<file path="config.mk">
export PLATFORM = sky130hd
export DESIGN_NAME = assoc_cache_replacement
export DESIGN_NICKNAME = d
export VERILOG_FILES = /design/src/rtl/acr_pkg.sv /design/src/rtl/assoc_cache_replacement.sv /design/src/rtl/acr_ram.sv /design/src/rtl/acr_mod.sv
export SDC_FILE = /design/constraint.sdc
export NUM_CORES = 1
export LEC_CHECK = 0
export BUFFER_PORTS_ARGS = -buffer_cell sky130_fd_sc_hd__buf_2
export CORE_ASPECT_RATIO = 1.5
export CORE_MARGIN = 1
export CORE_UTILIZATION = 45
export DETAILED_ROUTE_END_ITERATION = 6
export PLACE_DENSITY = 0.68
export SLEW_MARGIN = 20
export SYNTH_ARGS = -nofsm -noshare
export SYNTH_HDL_FRONTEND = slang
export SYNTH_SLANG_ARGS = --single-unit
</file>
<file path="constraint.sdc">
create_clock -name clk -period 4.8 [get_ports clk]
set_clock_uncertainty 0.15 [all_clocks]
set_input_delay 0.48 -clock clk [delete_from_list [all_inputs] [get_ports clk]]
set_output_delay 0.48 -clock clk [all_outputs]
set_load 0.02 [all_outputs]
</file>
<file path="src/rtl/acr_pkg.sv">
// ----------------------------------------------------------------------------
// acr_pkg
// Shared constants and helpers for the associative cache replacement block.
// ----------------------------------------------------------------------------
`default_nettype none

package acr_pkg;

    localparam int LFSR_W = 16;
    localparam logic [LFSR_W-1:0] LFSR_TAPS  = 16'hB400;
    localparam logic [LFSR_W-1:0] SEED_RESET = 16'hACE1;

    localparam int KEY_W    = 32;
    localparam int WAY_W    = 6;
    localparam int POLICY_W = 2;
    localparam int CFG_W    = 16;
    localparam int CFG_A_W  = 1;

    // policy codes
    localparam logic [POLICY_W-1:0] POL_LRU  = 2'd0;
    localparam logic [POLICY_W-1:0] POL_FIFO = 2'd1;

    // configuration register indexes
    localparam logic [CFG_A_W-1:0] REG_POLICY = 1'd0;
    localparam logic [CFG_A_W-1:0] REG_SEED   = 1'd1;

    // galois lfsr, one step
    function automatic logic [LFSR_W-1:0] lfsr_step(input logic [LFSR_W-1:0] v);
        logic [LFSR_W-1:0] s;
        begin
            s = v >> 1;
            if (v[0])
            begin
                s = s ^ LFSR_TAPS;
            end
            return s;
        end
    endfunction

    // a zero seed would lock the lfsr
    function automatic logic [LFSR_W-1:0] seed_load(input logic [LFSR_W-1:0] s);
        begin
            return (s == '0) ? {{(LFSR_W-1){1'b0}}, 1'b1} : s;
        end
    endfunction

endpackage

`default_nettype wire

</file>
<file path="src/rtl/assoc_cache_replacement.sv">
// ----------------------------------------------------------------------------
// assoc_cache_replacement
// Fully associative key cache with LRU, FIFO or random replacement.
// ----------------------------------------------------------------------------
// One request is taken at a time; s_axis_tready is high only while the block
// is idle. A request sweeps the key and age memories one way per cycle; a miss
// then passes through the fetch and write states, and under LRU a second sweep
// rewrites every age. A random eviction with no empty way also waits for the
// remainder of the lfsr by ENTRIES. The result is held in an output register,
// so a new request can be taken while the previous result waits; a finished
// request stalls only while that register still holds an untaken result.
`default_nettype none

module assoc_cache_replacement #(
    parameter int ENTRIES  = 4,
    parameter int AGE_BITS = 8
) (
    input  wire logic                        clk,
    input  wire logic                        rst_n,
    // request: key[31:0]
    input  wire logic                        s_axis_tvalid,
    output logic                             s_axis_tready,
    input  wire logic [31:0]                 s_axis_tdata,
    // result: hit[0], way[6:1], evicted_valid[7], evicted_key[39:8]
    output logic                             m_axis_tvalid,
    input  wire logic                        m_axis_tready,
    output logic      [39:0]                 m_axis_tdata,
    input  wire logic                        cfg_we,
    input  wire logic [acr_pkg::CFG_A_W-1:0] cfg_addr,
    input  wire logic [acr_pkg::CFG_W-1:0]   cfg_data
);

    localparam int IW = $clog2(ENTRIES);
    localparam int CW = $clog2(ENTRIES + 1);

    localparam logic [2:0] ST_IDLE   = 3'd0;
    localparam logic [2:0] ST_SCAN   = 3'd1;
    localparam logic [2:0] ST_DECIDE = 3'd2;
    localparam logic [2:0] ST_MOD    = 3'd3;
    localparam logic [2:0] ST_FETCH  = 3'd4;
    localparam logic [2:0] ST_WRITE  = 3'd5;
    localparam logic [2:0] ST_AGE    = 3'd6;
    localparam logic [2:0] ST_FINISH = 3'd7;

    localparam logic [AGE_BITS-1:0] AGE_MAX = {AGE_BITS{1'b1}};

    logic [2:0]                     state_reg;
    logic [CW-1:0]                  cnt_reg;
    logic                           rd_pend_reg;
    logic [IW-1:0]                  rd_idx_reg;
    logic [acr_pkg::KEY_W-1:0]      key_reg;
    logic                           hit_found_reg;
    logic [IW-1:0]                  hit_idx_reg;
    logic                           empty_found_reg;
    logic [IW-1:0]                  empty_idx_reg;
    logic [AGE_BITS-1:0]            best_age_reg;
    logic [IW-1:0]                  best_idx_reg;
    logic [IW-1:0]                  victim_reg;
    logic [IW-1:0]                  fifo_reg;
    logic [acr_pkg::LFSR_W-1:0]     lfsr_reg;
    logic [acr_pkg::POLICY_W-1:0]   policy_reg;
    logic [ENTRIES-1:0]             valid_reg;
    logic [ENTRIES-1:0]             age_ok_reg;
    logic                           ev_valid_reg;
    logic [acr_pkg::KEY_W-1:0]      ev_key_reg;

    logic                           out_valid_reg;
    logic                           out_hit_reg;
    logic [acr_pkg::WAY_W-1:0]      out_way_reg;
    logic                           out_ev_valid_reg;
    logic [acr_pkg::KEY_W-1:0]      out_ev_key_reg;

    logic [acr_pkg::KEY_W-1:0]      key_rdata;
    logic [AGE_BITS-1:0]            age_rdata;
    logic                           key_we;
    logic [IW-1:0]                  key_raddr;
    logic                           age_we;
    logic [AGE_BITS-1:0]            age_wdata;
    logic [AGE_BITS-1:0]            age_eff;
    logic                           sweep_issue;
    logic                           mod_start;
    logic                           mod_done;
    logic [IW-1:0]                  mod_rem;
    logic [acr_pkg::LFSR_W-1:0]     lfsr_stepped;
    logic [IW-1:0]                  fifo_victim;
    logic                           pol_lru;
    logic                           pol_fifo;
    logic                           out_free;

    assign pol_lru  = (policy_reg == acr_pkg::POL_LRU);
    assign pol_fifo = (policy_reg == acr_pkg::POL_FIFO);

    assign sweep_issue = (cnt_reg < CW'(ENTRIES));
    assign key_raddr   = (state_reg == ST_FETCH) ? victim_reg : cnt_reg[IW-1:0];
    assign key_we      = (state_reg == ST_WRITE) && !hit_found_reg;

    // ways never aged since reset read as zero
    assign age_eff   = age_ok_reg[rd_idx_reg] ? age_rdata : '0;
    assign age_we    = (state_reg == ST_AGE) && rd_pend_reg;
    assign age_wdata = (rd_idx_reg == victim_reg) ? '0 :
                       (age_eff == AGE_MAX) ? AGE_MAX : age_eff + 1'b1;

    assign lfsr_stepped = acr_pkg::lfsr_step(lfsr_reg);
    assign fifo_victim  = ({1'b0, fifo_reg} >= (IW+1)'(ENTRIES)) ? '0 : fifo_reg;
    assign mod_start    = (state_reg == ST_DECIDE) && !hit_found_reg && !pol_fifo
                          && !empty_found_reg && !pol_lru;
    assign out_free     = !out_valid_reg || m_axis_tready;

    acr_ram #(
        .WIDTH(acr_pkg::KEY_W),
        .DEPTH(ENTRIES)
    ) u_key_ram (
        .clk  (clk),
        .we   (key_we),
        .waddr(victim_reg),
        .wdata(key_reg),
        .raddr(key_raddr),
        .rdata(key_rdata)
    );

    acr_ram #(
        .WIDTH(AGE_BITS),
        .DEPTH(ENTRIES)
    ) u_age_ram (
        .clk  (clk),
        .we   (age_we),
        .waddr(rd_idx_reg),
        .wdata(age_wdata),
        .raddr(cnt_reg[IW-1:0]),
        .rdata(age_rdata)
    );

    acr_mod #(
        .DIVISOR(ENTRIES),
        .REM_W  (IW)
    ) u_mod (
        .clk      (clk),
        .rst_n    (rst_n),
        .start    (mod_start),
        .dividend (lfsr_stepped),
        .done     (mod_done),
        .remainder(mod_rem)
    );

    always_ff @(posedge clk or negedge rst_n)
    begin
        if (!rst_n)
        begin
            state_reg       <= ST_IDLE;
            cnt_reg         <= '0;
            rd_pend_reg     <= 1'b0;
            rd_idx_reg      <= '0;
            hit_found_reg   <= 1'b0;
            hit_idx_reg     <= '0;
            empty_found_reg <= 1'b0;
            empty_idx_reg   <= '0;
            best_age_reg    <= '0;
            best_idx_reg    <= '0;
            victim_reg      <= '0;
            fifo_reg        <= '0;
            lfsr_reg        <= acr_pkg::SEED_RESET;
            policy_reg      <= acr_pkg::POL_LRU;
            valid_reg       <= '0;
            age_ok_reg      <= '0;
            ev_valid_reg    <= 1'b0;
            out_valid_reg   <= 1'b0;
        end
        else
        begin
            if (state_reg == ST_FINISH && out_free)
            begin
                out_valid_reg <= 1'b1;
            end
            else if (out_valid_reg && m_axis_tready)
            begin
                out_valid_reg <= 1'b0;
            end

            if (cfg_we)
            begin
                if (cfg_addr == acr_pkg::REG_POLICY)
                begin
                    policy_reg <= cfg_data[acr_pkg::POLICY_W-1:0];
                end
                else if (cfg_addr == acr_pkg::REG_SEED)
                begin
                    lfsr_reg <= acr_pkg::seed_load(cfg_data);
                end
            end

            case (state_reg)
                ST_IDLE:
                begin
                    if (s_axis_tvalid)
                    begin
                        state_reg       <= ST_SCAN;
                        cnt_reg         <= '0;
                        rd_pend_reg     <= 1'b0;
                        hit_found_reg   <= 1'b0;
                        empty_found_reg <= 1'b0;
                        best_age_reg    <= '0;
                        best_idx_reg    <= '0;
                        ev_valid_reg    <= 1'b0;
                    end
                end
                ST_SCAN:
                begin
                    rd_pend_reg <= sweep_issue;
                    rd_idx_reg  <= cnt_reg[IW-1:0];
                    if (sweep_issue)
                    begin
                        cnt_reg <= cnt_reg + 1'b1;
                    end
                    if (rd_pend_reg)
                    begin
                        if (valid_reg[rd_idx_reg] && key_rdata == key_reg && !hit_found_reg)
                        begin
                            hit_found_reg <= 1'b1;
                            hit_idx_reg   <= rd_idx_reg;
                        end
                        if (!valid_reg[rd_idx_reg] && !empty_found_reg)
                        begin
                            empty_found_reg <= 1'b1;
                            empty_idx_reg   <= rd_idx_reg;
                        end
                        // strictly older wins, so the lowest way keeps ties
                        if (rd_idx_reg == '0 || age_eff > best_age_reg)
                        begin
                            best_age_reg <= age_eff;
                            best_idx_reg <= rd_idx_reg;
                        end
                    end
                    if (!sweep_issue && !rd_pend_reg)
                    begin
                        state_reg <= ST_DECIDE;
                    end
                end
                ST_DECIDE:
                begin
                    cnt_reg <= '0;
                    if (hit_found_reg)
                    begin
                        victim_reg <= hit_idx_reg;
                        state_reg  <= pol_lru ? ST_AGE : ST_FINISH;
                    end
                    else if (pol_fifo)
                    begin
                        victim_reg <= fifo_victim;
                        fifo_reg   <= (fifo_victim == IW'(ENTRIES - 1)) ? '0
                                      : fifo_victim + 1'b1;
                        state_reg  <= ST_FETCH;
                    end
                    else if (empty_found_reg)
                    begin
                        victim_reg <= empty_idx_reg;
                        state_reg  <= ST_FETCH;
                    end
                    else if (pol_lru)
                    begin
                        victim_reg <= best_idx_reg;
                        state_reg  <= ST_FETCH;
                    end
                    else
                    begin
                        lfsr_reg  <= lfsr_stepped;
                        state_reg <= ST_MOD;
                    end
                end
                ST_MOD:
                begin
                    if (mod_done)
                    begin
                        victim_reg <= mod_rem;
                        state_reg  <= ST_FETCH;
                    end
                end
                ST_FETCH:
                begin
                    state_reg <= ST_WRITE;
                end
                ST_WRITE:
                begin
                    ev_valid_reg          <= valid_reg[victim_reg];
                    valid_reg[victim_reg] <= 1'b1;
                    state_reg             <= pol_lru ? ST_AGE : ST_FINISH;
                end
                ST_AGE:
                begin
                    rd_pend_reg <= sweep_issue;
                    rd_idx_reg  <= cnt_reg[IW-1:0];
                    if (sweep_issue)
                    begin
                        cnt_reg <= cnt_reg + 1'b1;
                    end
                    if (rd_pend_reg)
                    begin
                        age_ok_reg[rd_idx_reg] <= 1'b1;
                    end
                    if (!sweep_issue && !rd_pend_reg)
                    begin
                        state_reg <= ST_FINISH;
                    end
                end
                ST_FINISH:
                begin
                    if (out_free)
                    begin
                        state_reg <= ST_IDLE;
                    end
                end
                default:
                begin
                    state_reg <= ST_IDLE;
                end
            endcase
        end
    end

    // payload registers
    always_ff @(posedge clk)
    begin
        if (state_reg == ST_IDLE && s_axis_tvalid)
        begin
            key_reg <= s_axis_tdata;
        end
        if (state_reg == ST_WRITE)
        begin
            ev_key_reg <= valid_reg[victim_reg] ? key_rdata : '0;
        end
        if (state_reg == ST_FINISH && out_free)
        begin
            out_hit_reg      <= hit_found_reg;
            out_way_reg      <= acr_pkg::WAY_W'(victim_reg);
            out_ev_valid_reg <= !hit_found_reg && ev_valid_reg;
            out_ev_key_reg   <= (!hit_found_reg && ev_valid_reg) ? ev_key_reg : '0;
        end
    end

    assign s_axis_tready = (state_reg == ST_IDLE);
    assign m_axis_tvalid = out_valid_reg;
    assign m_axis_tdata  = {out_ev_key_reg, out_ev_valid_reg, out_way_reg, out_hit_reg};

`ifndef SYNTH
    a_accept_starts_scan: assert property (@(posedge clk) disable iff (!rst_n)
        s_axis_tvalid && s_axis_tready |=> state_reg == ST_SCAN)
        else $error("accepted request did not start the sweep");

    a_hit_no_evict: assert property (@(posedge clk) disable iff (!rst_n)
        m_axis_tvalid && out_hit_reg |-> !out_ev_valid_reg)
        else $error("hit reported an eviction");

    a_no_evict_zero_key: assert property (@(posedge clk) disable iff (!rst_n)
        m_axis_tvalid && !out_ev_valid_reg |-> out_ev_key_reg == '0)
        else $error("evicted key nonzero without eviction");

    a_mod_done_in_wait: assert property (@(posedge clk) disable iff (!rst_n)
        mod_done |-> state_reg == ST_MOD)
        else $error("remainder finished outside its wait state");

    a_way_in_range: assert property (@(posedge clk) disable iff (!rst_n)
        m_axis_tvalid |-> {1'b0, out_way_reg} < (acr_pkg::WAY_W+1)'(ENTRIES))
        else $error("reported way beyond the last entry");
`endif

endmodule

`default_nettype wire

</file>
<file path="src/rtl/acr_ram.sv">
// ----------------------------------------------------------------------------
// acr_ram
// Generic single-write, single-read RAM with registered read data.
// ----------------------------------------------------------------------------
`default_nettype none

module acr_ram #(
    parameter int WIDTH = 32,
    parameter int DEPTH = 4
) (
    input  wire logic                     clk,
    input  wire logic                     we,
    input  wire logic [$clog2(DEPTH)-1:0] waddr,
    input  wire logic [WIDTH-1:0]         wdata,
    input  wire logic [$clog2(DEPTH)-1:0] raddr,
    output logic      [WIDTH-1:0]         rdata
);

    logic [WIDTH-1:0] mem [DEPTH];

    always_ff @(posedge clk)
    begin
        if (we)
        begin
            mem[waddr] <= wdata;
        end
        rdata <= mem[raddr];
    end

endmodule

`default_nettype wire

</file>
<file path="src/rtl/acr_mod.sv">
// ----------------------------------------------------------------------------
// acr_mod
// Remainder of the lfsr value by a constant, by reciprocal multiplication.
// ----------------------------------------------------------------------------
`default_nettype none

module acr_mod #(
    parameter int DIVISOR = 4,
    parameter int REM_W   = 2
) (
    input  wire logic                       clk,
    input  wire logic                       rst_n,
    input  wire logic                       start,
    input  wire logic [acr_pkg::LFSR_W-1:0] dividend,
    output logic                            done,
    output logic      [REM_W-1:0]           remainder
);

    // quotient = (dividend * RECIP) >> SHIFT is exact for every 16-bit dividend
    localparam int SHIFT   = acr_pkg::LFSR_W + $clog2(DIVISOR);
    localparam int RECIP_W = acr_pkg::LFSR_W + 2;
    localparam int PROD_W  = acr_pkg::LFSR_W + RECIP_W;
    localparam logic [RECIP_W-1:0] RECIP =
        RECIP_W'(((64'd1 << SHIFT) + 64'(DIVISOR) - 64'd1) / 64'(DIVISOR));

    logic [PROD_W-1:0]          prod_reg;
    logic [acr_pkg::LFSR_W-1:0] dvd_reg;
    logic [REM_W-1:0]           rem_reg;
    logic                       mul_done_reg;
    logic                       done_reg;
    logic [acr_pkg::LFSR_W-1:0] quot;
    logic [acr_pkg::LFSR_W-1:0] back;
    logic [acr_pkg::LFSR_W-1:0] diff;

    assign quot = acr_pkg::LFSR_W'(prod_reg >> SHIFT);
    assign back = quot * acr_pkg::LFSR_W'(DIVISOR);
    assign diff = dvd_reg - back;

    always_ff @(posedge clk or negedge rst_n)
    begin
        if (!rst_n)
        begin
            mul_done_reg <= 1'b0;
            done_reg     <= 1'b0;
        end
        else
        begin
            mul_done_reg <= start;
            done_reg     <= mul_done_reg;
        end
    end

    always_ff @(posedge clk)
    begin
        if (start)
        begin
            prod_reg <= PROD_W'(dividend) * PROD_W'(RECIP);
            dvd_reg  <= dividend;
        end
        if (mul_done_reg)
        begin
            rem_reg <= diff[REM_W-1:0];
        end
    end

    assign done      = done_reg;
    assign remainder = rem_reg;

endmodule

`default_nettype wire

</file>
=== After elaboration in Yosys (flattened, before gate mapping) ===
Memories as Yosys holds them, arrays and structs flattened. A register that Yosys moved wholly into a read port is not among the register bits.
Cells that the tools add are included.

* Memories kept: 2
* Logic and storage cells: 185
* Register bits after elaboration: 163
* Output and inout bits: 42
* RAM bits: 160

* Bitwise gates (word level): 5
* Mux-type cells: 67
* $lt $le $gt $ge: 6
* Equal/unequal tests: 23
* Reductions and logical operators: 50
* Add/subtract/negate cells: 4

{| class="wikitable"
|+ Memories
! name !! words !! bits a word !! rd ports !! clocked after memory_dff !! wr ports !! RTL line !! text
|-
| u_key_ram.mem || 4 || 32 || 1 || 1 || 1 || acr_ram.sv:19 || <nowiki>logic [WIDTH-1:0] mem [DEPTH];</nowiki>
|-
| u_age_ram.mem || 4 || 8 || 1 || 1 || 1 || acr_ram.sv:19 ||
|}

{| class="wikitable"
|+ Operators by type and width
! kind !! number
|-
| 16-bit two-way mux || 9
|-
| 8-bit two-way mux || 6
|-
| 3-bit two-way mux || 11
|-
| 32-bit equality test || 1
|-
| 3-bit one-hot mux with 8 select lines || 1
|-
| 2-bit two-way mux || 10
|-
| 1-bit two-way mux || 17
|-
| 1-bit logical AND || 16
|-
| 16-bit zero test || 1
|-
| 8-bit one-hot mux with 2 select lines || 1
|-
| 3-bit AND reduction || 5
|-
| 2-bit inequality test, second input constant || 7
|-
| 3-bit equality test, second input constant || 4
|-
| 4-bit AND reduction || 3
|-
| 2-bit nonzero test || 5
|-
| 3-bit one-hot mux with 3 select lines || 1
|-
| 8-bit by 1-bit adder with 8-bit output, second input constant || 1
|-
| 8-bit equality test, second input constant || 1
|-
| 8-bit greater-than comparator || 1
|-
| 1-bit zero test || 8
|-
| 4-bit bitwise OR || 2
|-
| 1-bit one-hot mux with 2 select lines || 4
|-
| 2-bit one-hot mux with 2 select lines || 2
|-
| 2-bit AND reduction || 4
|-
| other kinds (23) || 34
|}

=== Logic depth before layout (Yosys ltp) ===
Gate-level depths: netlist (run 1).

* Depth in word-level cells: 9
* Gate-level depth with buffers: 11

=== Hierarchy ===
Synthesis (run 1) repeated with hierarchy kept, for this count alone.

* Cell total of the unflattened synthesis: 861
* Area, all modules: 14187.4 um2

{| class="wikitable"
|+ By module, submodules not included
! module !! area an instance (um2) !! instances !! cells an instance
|-
| assoc_cache_replacement || 7338.3 || 1 || 598
|-
| acr_ram (u_key_ram) || 5330.1 || 1 || 203
|-
| acr_ram (u_age_ram) || 1348.8 || 1 || 54
|-
| acr_mod || 170.2 || 1 || 6
|}

=== Least setup slack after synthesis (run 1) ===
Ideal clock, no wire load.

* Path type: flip-flop to flip-flop
* Start: register state_reg[0]
* End: memory u_key_ram.mem[2][0], enable pin
* Data arrival time: 3251 ps
* Path slack: 938 ps
* Cell stages (with the launch flop): 6
* Library setup time: 461 ps
* Path buffers: 1
* Cell sequence: dfrtp_1 buf_6 clkinv_1 nor2_1 nand2_1 nor3_1

* Word-level cells in the longest chain between the ends: 4

{| class="wikitable"
|+ RTL lines
! what !! RTL line !! text
|-
| from (decl) || assoc_cache_replacement.sv:47 || <nowiki>logic [2:0] state_reg;</nowiki>
|-
| from (signal assigned) || assoc_cache_replacement.sv:244 || <nowiki>state_reg <= pol_lru ? ST_AGE : ST_FINISH;</nowiki>
|-
| from (signal assigned) || assoc_cache_replacement.sv:285 || <nowiki>state_reg <= pol_lru ? ST_AGE : ST_FINISH;</nowiki>
|-
| 3-bit equality test || assoc_cache_replacement.sv:95 || <nowiki>assign key_we = (state_reg == ST_WRITE) && !hit_found_reg;</nowiki>
|-
| 1-bit logical AND || assoc_cache_replacement.sv:95 ||
|-
| 1-bit two-way mux || acr_ram.sv:23 || <nowiki>if (we)</nowiki>
|-
| 1-bit two-way mux (implied by the code) || acr_ram.sv:25 || <nowiki>mem[waddr] <= wdata;</nowiki>
|-
| to (decl) || acr_ram.sv:19 ||
|}

No other way between the ends.

=== Worst setup path in the final report (run 1) ===
* Start: register rd_idx_reg[0]
* End: register best_age_reg[7]

* Word-level cells in the longest chain between the ends: 7
* Elaborated cells between the ends (all ways): 11

{| class="wikitable"
|+ RTL lines
! what !! RTL line !! text
|-
| from (decl) || assoc_cache_replacement.sv:50 || <nowiki>logic [IW-1:0] rd_idx_reg;</nowiki>
|-
| from (signal assigned) || assoc_cache_replacement.sv:209 || <nowiki>rd_idx_reg <= cnt_reg[IW-1:0];</nowiki>
|-
| from (signal assigned) || assoc_cache_replacement.sv:290 || <nowiki>rd_idx_reg <= cnt_reg[IW-1:0];</nowiki>
|-
| 1-bit binary-select mux with 2-bit select || assoc_cache_replacement.sv:98 || <nowiki>assign age_eff = age_ok_reg[rd_idx_reg] ? age_rdata : '0;</nowiki>
|-
| 1-bit two-way mux (implied by the code) || assoc_cache_replacement.sv:98 ||
|-
| 8-bit two-way mux || assoc_cache_replacement.sv:98 ||
|-
| 8-bit greater-than comparator || assoc_cache_replacement.sv:227 || <nowiki>if (rd_idx_reg == '0 || age_eff > best_age_reg)</nowiki>
|-
| 1-bit logical OR || assoc_cache_replacement.sv:227 ||
|-
| 2-bit inequality test (no line) || -- ||
|-
| 4-bit AND reduction (no line) || -- ||
|-
| to (signal assigned) || assoc_cache_replacement.sv:229 || <nowiki>best_age_reg <= age_eff;</nowiki>
|-
| to (decl) || assoc_cache_replacement.sv:56 || <nowiki>logic [AGE_BITS-1:0] best_age_reg;</nowiki>
|}

Several ways; a longest one is shown, not always the timed one. The select of a mux whose other input is x is not followed.
A chain may end at the register's enable or synchronous reset.

==> results.json, run 1 <==
{
  "hpwlAfterDp_microns": 16700,
  "regMostFlops": "u_key_ram.mem",
  "antenna_found_initial": 0,
  "status": "finished clean",
  "grt_usage_pct": 17.7,
  "pwr-share-comb_pct": 24.9,
  "grt_overflow": 0,
  "fillers": 2466,
  "fin_tns_setup_ps": 0,
  "drtIter0Drc": 401,
  "grt_pass1_wl_microns": 43100,
  "finalWirelength_microns": 27000,
  "drt_first_pass_iters": 4,
  "p_seq_share_pct": 47.6,
  "utilization_pct": 54.1,
  "initial_utilization_pct": 46.1,
  "numPortBuffers": 91,
  "syn_inst": 862,
  "yosys_warnings": 0,
  "min_period_over_period_pct": 74.1,
  "vias_per_cell": 5.28,
  "synth_top_area_share_pct": 56.4,
  "finalHoldViolations": 0,
  "yosysSeqAreaShare_pct": 72.7,
  "worstSetupEndpointType": "flip-flop",
  "clk-insertion-delay-late_ps": 530,
  "worstMarginPinSlew_ps": 966,
  "io_pins": 96,
  "cts_sinks": 363,
  "largest_reg_flops": 128,
  "core.rowCount": 78,
  "required_ps": 5090,
  "dieWidth_microns": 146,
  "cts.path.max_buffers": 3,
  "ys_ff_latch": 363,
  "max_freq_mhz": 281,
  "power.leakage_nw": 6.05,
  "switching_share_pct": 30.1,
  "power_frac_clock_pct": 27.5,
  "setup_violations": 0,
  "power.internal_w": 0.00697,
  "power.switching_w": 0.00301,
  "clock-root-buffer": "clkbuf_16",
  "drv_cap": 0,
  "wl_per_cell_microns": 18.9,
  "synthArstFlopShare_pct": 16.3,
  "synth_edf_count": 264,
  "post-synth-top-count-cell": "edfxtp_1",
  "coreArea_sq_mm": 0.0304,
  "crit_fanout": 14,
  "rsz0062_at_grt": "false",
  "drtAntennaViolNets": 0,
  "clk_pin_slew_ps": 60,
  "p_per_area_mw_per_mm2": 606,
  "crit_type": "reg -> reg",
  "slew_violations": 0,
  "drc": 0,
  "layout-drive-gt1-share_pct": 23.3,
  "grt_pass1_vias": 7996,
  "power_w": 0.00998,
  "synthesis.area_sq_mm": 0.0140,
  "htree_levels": 2,
  "die_area_sq_mm": 0.0319,
  "syn2layout_area_growth_pct": 17.2,
  "ir_worst_vdd_mv": 0.482,
  "syn_avg_cell_area_sq_um": 16.3,
  "vias": 7510,
  "cp-start-kind": "flip-flop",
  "cts_made_buffers": 35,
  "yosys-top-cells-area": "edfxtp_1 (56%), dfrtp_1 (9.1%), mux4_2 (6.9%)",
  "antenna_cells": 0,
  "synth_flop_cell": "edfxtp_1",
  "synth_cell_types": 59,
  "hold_path.class": "in -> reg",
  "crit_arrival_ps": 3840,
  "fin_crit_ps": 3560,
  "synth_top_area_cell": "edfxtp_1",
  "synth_top_cells_by_count": "edfxtp_1 (264), and2_1 (71), dfrtp_1 (51), nand2_1 (51), mux4_2 (43)",
  "slew_headroom_pct": 35.3,
  "grt_max_degree": 60,
  "nNetsFinal": 1061,
  "cts_tree": "done",
  "post_cts_buffers": 0,
  "dieHeight_microns": 218,
  "gp_congestion": 0.777
}
==> power groups by stage <==
stage                     combinational, W  clock (W)  sequential (W)
final                              0.00249    0.00274         0.00475
after global routing               0.00278    0.00293         0.00484
after CTS                          0.00254    0.00281         0.00476
after detailed placement           0.00251          0         0.00482
after global placement             0.00244          0         0.00480
after floorplan                    0.00191          0         0.00464
==> layout by cell type, fill, tap and decap left out, types with 4 or more instances in the layout <==
master / n
edfxtp_1: 264
buf_2: 91
and2_1: 71
nand2_1: 51
dfrtp_1: 51
mux4_2: 43
dfxtp_1: 40
clkbuf_16: 36
dlygate4sd3_1: 32
xor2_1: 29
o21ai_0: 22
inv_1: 21
a21oi_1: 20
nor2_1: 18
mux2i_1: 17
buf_4: 16
nor3_1: 13
ha_1: 11
a22oi_1: 10
nor2b_1: 10
nand2b_1: 10
nor4_1: 9
dfstp_2: 8
nand3_1: 7
clkbuf_1: 7
xnor2_1: 6
or2_2: 6
nand4_1: 6
mux2_2: 6
and3_1: 5
nor3_2: 5
a21o_1: 5
clkinv_2: 5
clkinv_1: 4
conb_1: 4
==> final timing paths <==
kind	to	from	cells after the start	slack, ps
hold / removal	key_reg[25]	s_axis_tdata[25]	1	40
setup reg to reg	best_age_reg[7]	rd_idx_reg[0]	8	1240
setup / recovery	best_age_reg[7]	rd_idx_reg[0]	8	1240
max in group asynchronous	best_age_reg[2]	rst_n	3	3480
hold reg to reg	u_mod.done	u_mod.mul_done_reg	0	270
min in group asynchronous	lfsr_reg[8]	rst_n	3	510
==> what timing repair did <==
| item | CTS | global route |
|---|---|---|
| hold buffers | 32 | 0 |
| endpoints found under the hold margin | 80 | 0 |
| gates resized for setup | 0 | 0 |
==> critical path: stages (launching register included) <==
cell       delay [ps]
dfrtp_1           650
mux4_2            720
and2_1            220
ha_1              290
a21oi_1           130
nor2_1             50
a2111oi_0         370
a221o_1           620
mux2i_1           260
==> metrics by stage <==
step	hold slack (ps)	worst slack, ps	std cells	area, sq um
finish	36.1	1240	1423	16500
global route	4.52	911	1423	16500
CTS	4.29	1230	1423	16500
detailed placement	263	1260	1327	15000
global placement	251	1360	1327	15000
floorplan	34.4	938	865	14100
==> logic make-up after synthesis <==
family / share of synthesized area [%]
flip-flops: 72.7
AND/OR/NAND/NOR: 8.68
adder cells (fa/ha/maj): 0.980
multiplexers: 8.89
other: 0.0267
AO/OA/AOI/OAI: 4.38
XOR/XNOR: 2.18
buffers and inverters: 2.15
==> routing by layer <==
metal / wire length (microns) / GRT usage [%]
met1: 11100 / 21.6
met2: 13900 / 31.1
met3: 1050 / 2.84
met4: 903 / 7.67
met5: 0 / 0
==> final cells by class <==
| cell class | count | area (sq um) | share of cell area (%) |
|---|---|---|---|
| clock buffers | 46 | 968 | 5.88 |
| multi-input cells | 435 | 3610 | 21.9 |
| inverters | 22 | 82.6 | 0.502 |
| well taps | 400 | 500 | 3.04 |
| repair buffers | 139 | 896 | 5.44 |
| flip-flops and latches | 363 | 10200 | 62.1 |
| clock inverters | 18 | 191 | 1.16 |
Power figures use the tool's default switching activity.
==> run 2, diff against run 1 <==
- clock period: 4.8 -> 3.7 ns (I/O delays scaled with it)
==> run 2 against run 1 <==
Design area is 1.0% higher. Setup slack got worse by 470 ps. Sequential share of layout area decreased by 0.63 points. Register-to-register slack got worse by 470 ps. Combinational power increased by 35%. Core utilization is 0.55 points higher. Via count is 0.67% lower. Sequential power grew 29%. Power up 32%. Hold slack got worse by 14 ps.
==> results.json, run 2 (synthesis gave the netlist of run 1 again) <==
{
  "slew_headroom_pct": 33.4,
  "post_cts_resized": 0,
  "core.rowCount": 78,
  "drtAntennaViolNets": 0,
  "ir_worst_vdd_mv": 0.463,
  "dieHeight_microns": 218,
  "ff2ff_setup_slack_ps": 770,
  "final_common_cell": "edfxtp_1",
  "largest_reg_flops": 128,
  "r2r_start": "rd_idx_reg[0]",
  "nNetsFinal": 1070,
  "vias": 7460,
  "worstSetupEndpointType": "flip-flop",
  "wl_per_cell_microns": 18.9,
  "crit_arrival_ps": 3240,
  "cp-start-kind": "flip-flop",
  "crit_chain": "mux4_2 > and2_1 > ha_1 > a21oi_1 > nor2_1 > a2111oi_0 > a221o_1 > buf_4 > mux2i_1",
  "grt_pass1_wl_microns": 43000,
  "slowest_stage": "mux4_2",
  "cts_tree": "done",
  "dieWidth_microns": 146,
  "regMostFlops": "u_key_ram.mem",
  "grt_usage_pct": 17.7,
  "utilization_pct": 54.6,
  "syn2layout_area_growth_pct": 18.4,
  "io_pins": 96,
  "cts_sinks": 363,
  "holdPathEnd": "lfsr_reg[3]",
  "p_per_area_mw_per_mm2": 793,
  "status": "finished clean",
  "startpoint": "rd_idx_reg[0]",
  "grt_max_degree": 40,
  "antenna_found_initial": 0,
  "die_area_sq_mm": 0.0319,
  "crit_type": "reg -> reg",
  "worstMarginPinSlew_ps": 986,
  "hold_ws_ps": 21.7,
  "grt_pass1_vias": 7825,
  "fin_crit_ps": 2930,
  "numPortBuffers": 91,
  "post_cts_buffers": 0,
  "power_w": 0.0132,
  "worstHoldStart": "cfg_data[3]",
  "layout-drive-gt1-share_pct": 23.6,
  "gp_congestion": 0.808,
  "coreArea_sq_mm": 0.0304,
  "critPathTopFamily": "multiplexers",
  "crit_fanout": 14,
  "min_period_over_period_pct": 79.2,
  "power.leakage_nw": 6.13,
  "initial_utilization_pct": 46.1,
  "cts_hold_buf": 38,
  "crit_buf_inv": 1,
  "required_ps": 4010,
  "cts_made_buffers": 35,
  "antenna_cells": 0,
  "htree_levels": 2,
  "clock-root-buffer": "clkbuf_16",
  "setup_violations": 0,
  "finalHoldViolations": 0,
  "hpwlAfterDp_microns": 16900,
  "rsz0062_at_grt": "false",
  "final_cell_mix": "edfxtp_1 (264), buf_2 (91), and2_1 (71), nand2_1 (51), dfrtp_1 (51)",
  "drv_cap": 0,
  "critical-path-max-stage-delay_ps": 640,
  "hold_path.class": "in -> reg",
  "clk-insertion-delay-late_ps": 540,
  "max_freq_mhz": 341,
  "vias_per_cell": 5.21,
  "r2r.worst_path.cells": 9,
  "drt_first_pass_iters": 5,
  "timing.rr.end": "best_idx_reg[0]",
  "slew_violations": 0,
  "min_path_cells": 3,
  "fillers": 2439,
  "drtIter0Drc": 397,
  "clk_pin_slew_ps": 60,
  "cts.path.max_buffers": 3,
  "fin_tns_setup_ps": 0,
  "finalWirelength_microns": 27100,
  "drc": 0,
  "grt_overflow": 0
}
-- run 2: area by class of cell --
class	count	area [sq um]	share of cell area, %
clock inverters	21	285	1.72
clock buffers	43	936	5.63
flip-flops and latches	363	10200	61.4
well taps	400	500	3.01
inverters	22	82.6	0.497
repair buffers	148	1000	6.03
multi-input cells	435	3610	21.7
-- run 2: worst max path at each step --
stage                           to  slack (ps)  depth (start not counted)
2_1_floorplan  u_key_ram.mem[2][0]        -160                          5
3_3_place_gp       best_age_reg[1]         820                          9
3_5_place_dp       best_idx_reg[0]         740                          9
4_1_cts            best_idx_reg[0]         730                          9
5_1_grt            best_age_reg[1]         510                          9
6_report           best_idx_reg[0]         770                          9
-- run 2: per-stage QoR --
step	instance area [sq um]	std cells	setup slack (ps)
after global routing	16600	1432	508
final	16600	1432	771
after CTS	16600	1432	729
after detailed placement	15000	1330	743
after global placement	15000	1330	824
after floorplan	14100	865	-162
-- run 2: power by group --
group	leakage, nW	total (W)	internal [W]	switching [W]
Combinational	2.07	0.00335	0.00150	0.00185
Clock	0.584	0.00371	0.00218	0.00153
Sequential	3.47	0.00612	0.00553	0.000595
Total	6.13	0.0132	0.00922	0.00397
-- run 2: metal layers --
layer | GRT usage, % | vias up | routed length, microns
met5 | 0 | - | 0
met4 | 6.53 | 0 | 717
met3 | 2.80 | 45 | 983
met2 | 31.3 | 173 | 14100
met1 | 21.9 | 3729 | 11300
li1 | - | 3513 | -
-- run 2: worst register-to-register path: stages (launching register included) --
cell,delay [ps]
dfrtp_1,360
mux4_2,640
and2_1,220
ha_1,280
a21oi_1,140
nor2_1,50
a2111oi_0,380
a221o_1,210
buf_4,210
mux2i_1,210
